[src/weighted_index_sampler_defines.svh]
// ---------------------------------------------------------------------------
// Weighted index sampler: assertion macros
// Shared concurrent assertion forms, clocked on clk and disabled in reset.
// ---------------------------------------------------------------------------
`ifndef WEIGHTED_INDEX_SAMPLER_DEFINES_SVH
`define WEIGHTED_INDEX_SAMPLER_DEFINES_SVH

// The consequent must hold in the same cycle as the antecedent.
`define WIS_ASSERT_SAME(label, ante, cons, msg) \
  label: assert property (@(posedge clk) disable iff (!rst_n) (ante) |-> (cons)) \
    else $error(msg);

// The consequent must hold in the cycle after the antecedent.
`define WIS_ASSERT_NEXT(label, ante, cons, msg) \
  label: assert property (@(posedge clk) disable iff (!rst_n) (ante) |=> (cons)) \
    else $error(msg);

`endif

[src/wis_pkg.sv]
// ---------------------------------------------------------------------------
// Weighted index sampler package
// Fixed field widths and constants of the sampler and its channels.
// ---------------------------------------------------------------------------
package wis_pkg;

  localparam int IN_WEIGHT_W = 16;   // width of the weight field on the port
  localparam int DRAW_W      = 17;   // uniform draw, 65536 stands for 1.0
  localparam int FRAC_BITS   = 16;   // fraction bits of the draw
  localparam int INDEX_W     = 6;    // width of the reported index

  localparam logic [DRAW_W-1:0] DRAW_ONE = DRAW_W'(65536);

  typedef logic [IN_WEIGHT_W-1:0] weight_t;
  typedef logic [DRAW_W-1:0]      draw_t;
  typedef logic [INDEX_W-1:0]     index_t;

endpackage

[src/wis_if.sv]
// ---------------------------------------------------------------------------
// Weighted index sampler channels
// Valid/ready channels for weight beats and for draw results.
// ---------------------------------------------------------------------------
interface wis_in_if;
  logic              valid;
  logic              ready;
  wis_pkg::weight_t  weight;
  logic              last_weight;
  wis_pkg::draw_t    draw_value;

  modport source (output valid, output weight, output last_weight, output draw_value,
                  input ready);
  modport sink   (input valid, input weight, input last_weight, input draw_value,
                  output ready);
endinterface

interface wis_out_if;
  logic             valid;
  logic             ready;
  wis_pkg::index_t  chosen_index;
  logic             no_choice;

  modport source (output valid, output chosen_index, output no_choice, input ready);
  modport sink   (input valid, input chosen_index, input no_choice, output ready);
endinterface

[src/weighted_index_sampler.sv]
// ---------------------------------------------------------------------------
// Weighted index sampler
// Roulette wheel selection over a set of stored weights.
// ---------------------------------------------------------------------------
// Each input beat stores one weight and adds it to the running total; beats
// beyond MAX_WEIGHTS are dropped. The beat marked last_weight also carries a
// uniform draw u (65536 = 1.0, larger values clip to 1.0) and starts a draw:
// the block reports the first index whose prefix sum P satisfies
// u * total <= P * 65536, or no_choice when the total is zero. The set is then
// cleared. An unmarked beat does not hold off the next one. A marked beat
// holds off the next beat while the block forms u * total, then walks the
// weights, reading the weight memory one entry a cycle (stopping early when
// an index qualifies, skipping the walk when the total is zero), and then
// moves the result into the output register, waiting while the previous
// result there has not been taken. A finished result waits in that output
// register, so the next set can load while it is not yet taken.
module weighted_index_sampler #(
  parameter int MAX_WEIGHTS = 64,
  parameter int WEIGHT_BITS = 16
) (
  input  logic               clk,
  input  logic               rst_n,
  wis_in_if.sink             in_ch,
  wis_out_if.source          out_ch
);

`include "weighted_index_sampler_defines.svh"

  localparam int SW  = (WEIGHT_BITS < wis_pkg::IN_WEIGHT_W) ? WEIGHT_BITS
                                                            : wis_pkg::IN_WEIGHT_W;
  localparam int AW  = (MAX_WEIGHTS > 1) ? $clog2(MAX_WEIGHTS) : 1;
  localparam int CW  = $clog2(MAX_WEIGHTS + 1);
  localparam int TW  = SW + CW;
  localparam int PW  = wis_pkg::DRAW_W + TW;
  localparam int IXW = (AW > wis_pkg::INDEX_W) ? AW : wis_pkg::INDEX_W;

  localparam logic [1:0] ST_IDLE = 2'd0;
  localparam logic [1:0] ST_MUL  = 2'd1;
  localparam logic [1:0] ST_WALK = 2'd2;
  localparam logic [1:0] ST_DONE = 2'd3;

  logic [SW-1:0]              mem [MAX_WEIGHTS];
  logic [SW-1:0]              rdata_r;
  logic [AW-1:0]              rd_addr;

  logic [1:0]                 state_r, state_nxt;
  logic [CW-1:0]              count_r, count_nxt;
  logic [TW-1:0]              total_r, total_nxt;
  logic [wis_pkg::DRAW_W-1:0] u_r, u_nxt;
  logic [PW-1:0]              target_r, target_nxt;
  logic [TW-1:0]              prefix_r, prefix_nxt;
  logic [AW-1:0]              rd_idx_r, rd_idx_nxt;
  logic [AW-1:0]              res_idx_r, res_idx_nxt;
  logic                       res_fail_r, res_fail_nxt;

  logic                       out_valid_r, out_valid_nxt;
  wis_pkg::index_t            out_idx_r, out_idx_nxt;
  logic                       out_fail_r, out_fail_nxt;

  logic                       in_beat;
  logic                       wr_en;
  logic [SW-1:0]              w_in;
  logic [TW-1:0]              prefix_sum;
  logic [PW-1:0]              scaled;
  logic                       hit;
  logic                       at_end;
  logic [IXW-1:0]             idx_ext;

  assign in_ch.ready         = (state_r == ST_IDLE);
  assign in_beat             = in_ch.valid && in_ch.ready;
  assign w_in                = in_ch.weight[SW-1:0];
  assign wr_en               = in_beat && (count_r < CW'(MAX_WEIGHTS));

  assign out_ch.valid        = out_valid_r;
  assign out_ch.chosen_index = out_idx_r;
  assign out_ch.no_choice    = out_fail_r;

  // Prefix test of the entry whose data arrives this cycle.
  assign prefix_sum = prefix_r + TW'(rdata_r);
  assign scaled     = PW'({prefix_sum, {wis_pkg::FRAC_BITS{1'b0}}});
  assign hit        = (target_r <= scaled);
  assign at_end     = ({1'b0, rd_idx_r} == (count_r - CW'(1)));
  assign idx_ext    = IXW'(res_idx_r);

  always_comb begin
    state_nxt     = state_r;
    count_nxt     = count_r;
    total_nxt     = total_r;
    u_nxt         = u_r;
    target_nxt    = target_r;
    prefix_nxt    = prefix_r;
    rd_idx_nxt    = rd_idx_r;
    rd_addr       = rd_idx_r + AW'(1);
    res_idx_nxt   = res_idx_r;
    res_fail_nxt  = res_fail_r;
    out_valid_nxt = out_valid_r && !out_ch.ready;
    out_idx_nxt   = out_idx_r;
    out_fail_nxt  = out_fail_r;

    unique case (state_r)
      ST_IDLE: begin
        if (wr_en) begin
          count_nxt = count_r + CW'(1);
          total_nxt = total_r + TW'(w_in);
        end
        if (in_beat && in_ch.last_weight) begin
          u_nxt     = (in_ch.draw_value > wis_pkg::DRAW_ONE) ? wis_pkg::DRAW_ONE
                                                             : in_ch.draw_value;
          state_nxt = ST_MUL;
        end
      end
      ST_MUL: begin
        target_nxt = PW'(u_r) * PW'(total_r);
        prefix_nxt = '0;
        rd_addr    = '0;
        rd_idx_nxt = '0;
        if (total_r == '0) begin
          res_idx_nxt  = '0;
          res_fail_nxt = 1'b1;
          count_nxt    = '0;
          state_nxt    = ST_DONE;
        end else begin
          state_nxt = ST_WALK;
        end
      end
      ST_WALK: begin
        prefix_nxt = prefix_sum;
        rd_idx_nxt = rd_idx_r + AW'(1);
        if (hit || at_end) begin
          res_idx_nxt  = hit ? rd_idx_r : '0;
          res_fail_nxt = !hit;
          count_nxt    = '0;
          total_nxt    = '0;
          state_nxt    = ST_DONE;
        end
      end
      ST_DONE: begin
        if (!out_valid_r || out_ch.ready) begin
          out_valid_nxt = 1'b1;
          out_idx_nxt   = idx_ext[wis_pkg::INDEX_W-1:0];
          out_fail_nxt  = res_fail_r;
          state_nxt     = ST_IDLE;
        end
      end
      default: state_nxt = ST_IDLE;
    endcase
  end

  // Weight memory: one write port for loading, one registered read for the walk.
  always_ff @(posedge clk) begin
    if (wr_en) begin
      mem[count_r[AW-1:0]] <= w_in;
    end
    rdata_r <= mem[rd_addr];
  end

  always_ff @(posedge clk) begin
    if (!rst_n) begin
      state_r     <= ST_IDLE;
      count_r     <= '0;
      total_r     <= '0;
      out_valid_r <= 1'b0;
    end else begin
      state_r     <= state_nxt;
      count_r     <= count_nxt;
      total_r     <= total_nxt;
      out_valid_r <= out_valid_nxt;
    end
  end

  always_ff @(posedge clk) begin
    u_r        <= u_nxt;
    target_r   <= target_nxt;
    prefix_r   <= prefix_nxt;
    rd_idx_r   <= rd_idx_nxt;
    res_idx_r  <= res_idx_nxt;
    res_fail_r <= res_fail_nxt;
    out_idx_r  <= out_idx_nxt;
    out_fail_r <= out_fail_nxt;
  end

  `WIS_ASSERT_SAME(a_walk_in_range, state_r == ST_WALK,
                   {1'b0, rd_idx_r} < count_r, "walk index beyond stored weights")
  `WIS_ASSERT_SAME(a_total_implies_count, total_r != '0,
                   count_r != '0, "nonzero total with an empty store")
  `WIS_ASSERT_NEXT(a_last_starts_draw, in_beat && in_ch.last_weight,
                   state_r == ST_MUL, "marked beat did not start a draw")

endmodule

[src/flat_wrapper.sv]
// flat-port wrapper written by rule: the top's interface ports become plain ports
module weighted_index_sampler_flat 
#(
  parameter int MAX_WEIGHTS = 64,
  parameter int WEIGHT_BITS = 16
)
  (clk, rst_n, in_ch_valid, in_ch_weight, in_ch_last_weight, in_ch_draw_value, in_ch_ready, out_ch_valid, out_ch_chosen_index, out_ch_no_choice, out_ch_ready);
  wis_in_if in_ch_i ();
  wis_out_if out_ch_i ();
  input  logic clk;
  input  logic rst_n;
  input wire logic [$bits(in_ch_i.valid)-1:0] in_ch_valid;
  input wire logic [$bits(in_ch_i.weight)-1:0] in_ch_weight;
  input wire logic [$bits(in_ch_i.last_weight)-1:0] in_ch_last_weight;
  input wire logic [$bits(in_ch_i.draw_value)-1:0] in_ch_draw_value;
  output wire logic [$bits(in_ch_i.ready)-1:0] in_ch_ready;
  output wire logic [$bits(out_ch_i.valid)-1:0] out_ch_valid;
  output wire logic [$bits(out_ch_i.chosen_index)-1:0] out_ch_chosen_index;
  output wire logic [$bits(out_ch_i.no_choice)-1:0] out_ch_no_choice;
  input wire logic [$bits(out_ch_i.ready)-1:0] out_ch_ready;
  assign in_ch_i.valid = in_ch_valid;
  assign in_ch_i.weight = in_ch_weight;
  assign in_ch_i.last_weight = in_ch_last_weight;
  assign in_ch_i.draw_value = in_ch_draw_value;
  assign in_ch_ready = in_ch_i.ready;
  assign out_ch_valid = out_ch_i.valid;
  assign out_ch_chosen_index = out_ch_i.chosen_index;
  assign out_ch_no_choice = out_ch_i.no_choice;
  assign out_ch_i.ready = out_ch_ready;
  weighted_index_sampler #(.MAX_WEIGHTS(MAX_WEIGHTS), .WEIGHT_BITS(WEIGHT_BITS)) u_core (.clk(clk), .rst_n(rst_n), .in_ch(in_ch_i), .out_ch(out_ch_i));
endmodule
[config.mk]
export PLATFORM = sky130hd
export DESIGN_NAME = weighted_index_sampler_flat
export DESIGN_NICKNAME = d
export VERILOG_FILES = /design/src/wis_pkg.sv /design/src/wis_if.sv /design/src/weighted_index_sampler.sv /design/src/flat_wrapper.sv
export VERILOG_INCLUDE_DIRS = /design/src /design/src/src
export SDC_FILE = /design/constraint.sdc
export NUM_CORES = 2
export LEC_CHECK = 0
export ABC_AREA = 1
export BUFFER_PORTS_ARGS = -buffer_cell sky130_fd_sc_hd__buf_2
export CAP_MARGIN = 20
export CORE_ASPECT_RATIO = 1.75
export CORE_MARGIN = 8
export CORE_UTILIZATION = 55
export CTS_CLUSTER_SIZE = 40
export DETAILED_ROUTE_END_ITERATION = 6
export PLACE_DENSITY_LB_ADDON = 0.1
export SLEW_MARGIN = 5
export SYNTH_ARGS = -nofsm -noshare
export SYNTH_HDL_FRONTEND = slang
export SYNTH_SLANG_ARGS = --single-unit
[constraint.sdc]
create_clock -name clk -period 9.65 [get_ports clk]
set_input_delay 0.965 -clock clk [delete_from_list [all_inputs] [get_ports clk]]
set_output_delay 0.965 -clock clk [all_outputs]
set_load 0.005 [all_outputs]
==> flow_metrics.tcl <==
set metrics [dict create \
    postCtsResizedCells 0 \
    finalSetupViolCount 0 \
    holdPathStages 0 \
    synth_cells 5777 \
    fin_setup_tns_ps 0 \
    critical_path_class "flip-flop to flip-flop" \
    stdcell_count 7321 \
    finalWirelength_um 177500 \
    grt_pass1_wl_um 265400 \
    p_leak_nw 26.31 \
    power.density_nw_per_um2 337.4 \
    core_area_um2 112400 \
    end_kind "flip-flop" \
    hp-start "u_core.res_fail_r" \
    place_congestion 0.9847 \
    rr_endpoint "u_core.target_r[37]" \
    seq_area_frac_synth_pct 55.85 \
    yosys_warnings 0 \
    grt_pass1_vias 43803 \
    rows 163 \
    hold_end "u_core.out_ch.no_choice" \
    synth_top_cell_by_area "edfxtp_1" \
    antenna_found_initial 2 \
    drtIter0Drc 3448 \
    rsz0062_at_grt "false" \
    cts_root_buffer "clkbuf_16" \
    worstPathRequired_ps 10100 \
    synth_seq_cells 1173 \
    reg2reg_from "u_core.u_r[5]" \
    drc_errors 0 \
    hpwl_um 115900 \
    max_slew_margin_pct 24.46 \
    synth_flop_cell "edfxtp_1" \
    status "finished clean" \
    die_w_um 270.2 \
    arrival_ps 7100 \
    cts_tree "done" \
    cap_violations 0 \
    ctsHoldBuffers 0 \
    vias 43026 \
    synth.avg_cell_area_um2 10.76 \
    ctsLongestPathBuffers 3 \
    numCtsBuffers 102 \
    initial_utilization_pct 55.34 \
    clock_skew_ps 45.06 \
    path_clk_slew_ps 70 \
    yosys.area.top_type_share_pct 54.27 \
    port_buffers 46 \
    finalHoldViolCount 0 \
    wire_per_inst_um 24.24 \
    layout_worst_path_cycle_share_pct 68.91 \
    htree_levels 3 \
    synthTopCellsByArea "edfxtp_1 54%, fa_1 10%, nor2_1 5.0%" \
    placedCellCount 7129 \
    first_pass_iters 6 \
    cp_max_fo 23 \
    grt_max_degree 204 \
    grt_use_total_pct 28.09 \
    postCtsSetupRepairBufs 0 \
    fmax_mhz 150.4 \
    pin_count 47 \
    ant_nets 0 \
    r2r_slack_ps 3000 \
    fp.dieArea_um2 124500 \
    grt_overflow 0 \
    syn_to_final_growth_pct 8.330 \
    syn_nets 6307 \
    die_h_um 460.8 \
    yosys.cell_types.count 48 \
    yosysMostFrequentCell "edfxtp_1" \
    vias_per_cell 5.877 \
    drive_gt1_share_pct 7.543 \
    nNetsFinal 6278 \
    finalMaxSlewViolations 0 \
    synth_edf_count 1124 \
    min_path_type "flip-flop to flip-flop" \
    r2r_cells 20 \
    min_period_ps 6650 \
    clk_latency_ps 710 \
    vdd_drop_max_mv 0.4588 \
    cts_sinks 1173 \
    cp-start-kind "flip-flop" \
    tightest_slew_ps 1133 \
    async_flop_share_pct 0 \
    synth_area_um2 62190 \
    synth_commonest_cells "1124 x edfxtp_1, 823 x nor2_1, 776 x nand2_1" \
]
sequential cells by signal (all words and copies together) (netlist names), 2 cells and up:
name,cells
u_core.rd_idx_r,6
u_core.prefix_r,23
u_core.idx_ext,6
u_core.total_r,23
u_core.mem,1024
u_core.u_r,17
u_core.out_ch.chosen_index,6
u_core.count_r,7
u_core.state_r,2
u_core.rdata_r,16
u_core.target_r,40
kinds of logic (layout without fill, tap and decap cells):
group / Yosys count / count (layout) / share of synthesized area (%)
compound gates: 1058 / 1058 / 10.11
xor+xnor: 63 / 63 / 0.8993
fa+ha+maj: 492 / 492 / 13.71
buf+inv: 1026 / 1082 / 6.513
flops: 1173 / 1173 / 55.85
other cells: 0 / 3 / 0
simple gates: 1965 / 1965 / 12.92
per-layer routing:
metal  vias to the layer above  global-route usage (%)  part of all wire (%)
li1                      19526                       -                     -
met1                     21458                   30.12                    35
met2                      1525                   52.03                    53
met3                       517                   3.691                   5.1
met4                         0                   17.46                   6.8
met5                         -                       0                     0
report_power, final:
group	leakage (nW)	internal, mW	switching (mW)
clock	1.62	2.26	1.85
combinational	14.1	3.76	8.47
sequential	10.6	6.11	0.278
total	26.3	12.1	10.6
placed cells by master, fill, tap and decap left out, drive strengths merged, types with 10 or more instances in the layout:
cell    count
a21o       10
xnor2      22
o221ai     98
clkinv     41
nand3     208
clkbuf    134
nand4      31
edfxtp   1124
nor3       22
o21bai     10
or2        82
inv       718
a21oi     120
fa        316
nand2     777
nor2      826
nor4       10
o211ai    128
buf       178
o21ai     581
xor2       41
ha        176
o22ai      64
o31ai      29
dfxtp      49
how the worst max path moves through the flow:
stage	end	from	slack, ps	depth (start not counted)
floorplan	u_core.target_r[32]	u_core.total_r[13]	4010	23
global placement	u_core.target_r[29]	u_core.total_r[7]	3040	19
detailed placement	u_core.target_r[29]	u_core.total_r[7]	3060	19
CTS	u_core.target_r[29]	u_core.total_r[7]	3040	19
global route	u_core.target_r[37]	u_core.u_r[5]	2800	20
finish	u_core.target_r[37]	u_core.u_r[5]	3000	20
critical path, stage by stage, from the launching register on:
cell      delay [ps]
edfxtp_1        1030
nand2_1          190
fa_1             570
inv_1             50
fa_1             400
fa_1             550
inv_1             50
fa_1             540
inv_1             50
fa_1             470
inv_1             60
fa_1             480
inv_1             50
ha_1             350
nand2_1          120
nor2_1           280
nand2_1          120
nor3_1           450
nand3_1          310
nand3_1          190
xor2_1            70
area by class of cell:
| cell class | count | area (um2) |
|---|---|---|
| fillers | 9344 | 45010 |
| multi-input cells | 3578 | 23460 |
| clock buffers | 134 | 2755 |
| diodes | 3 | 7.507 |
| flip-flops and latches | 1173 | 34730 |
| repair buffers | 178 | 1296 |
| inverters | 715 | 2695 |
| well taps | 1485 | 1858 |
| clock inverters | 55 | 561.8 |
through the flow:
step / util [%] / power [mW] / hold slack, ps / setup slack, ps / instance area [um2]
2_1_floorplan: - / 14.77 / 400.3 / 4007 / 62190
4_1_cts: 59.94 / 22.81 / 400.4 / 3041 / 67360
5_1_grt: 59.95 / 24.36 / 420.8 / 2800 / 67360
3_3_place_gp: 56.99 / 18.57 / 401.7 / 3037 / 64040
6_report: 59.95 / 22.73 / 421.5 / 3000 / 67370
3_5_place_dp: 56.99 / 18.67 / 406.3 / 3059 / 64040
Note: power is estimated with default switching activity, not from simulation.
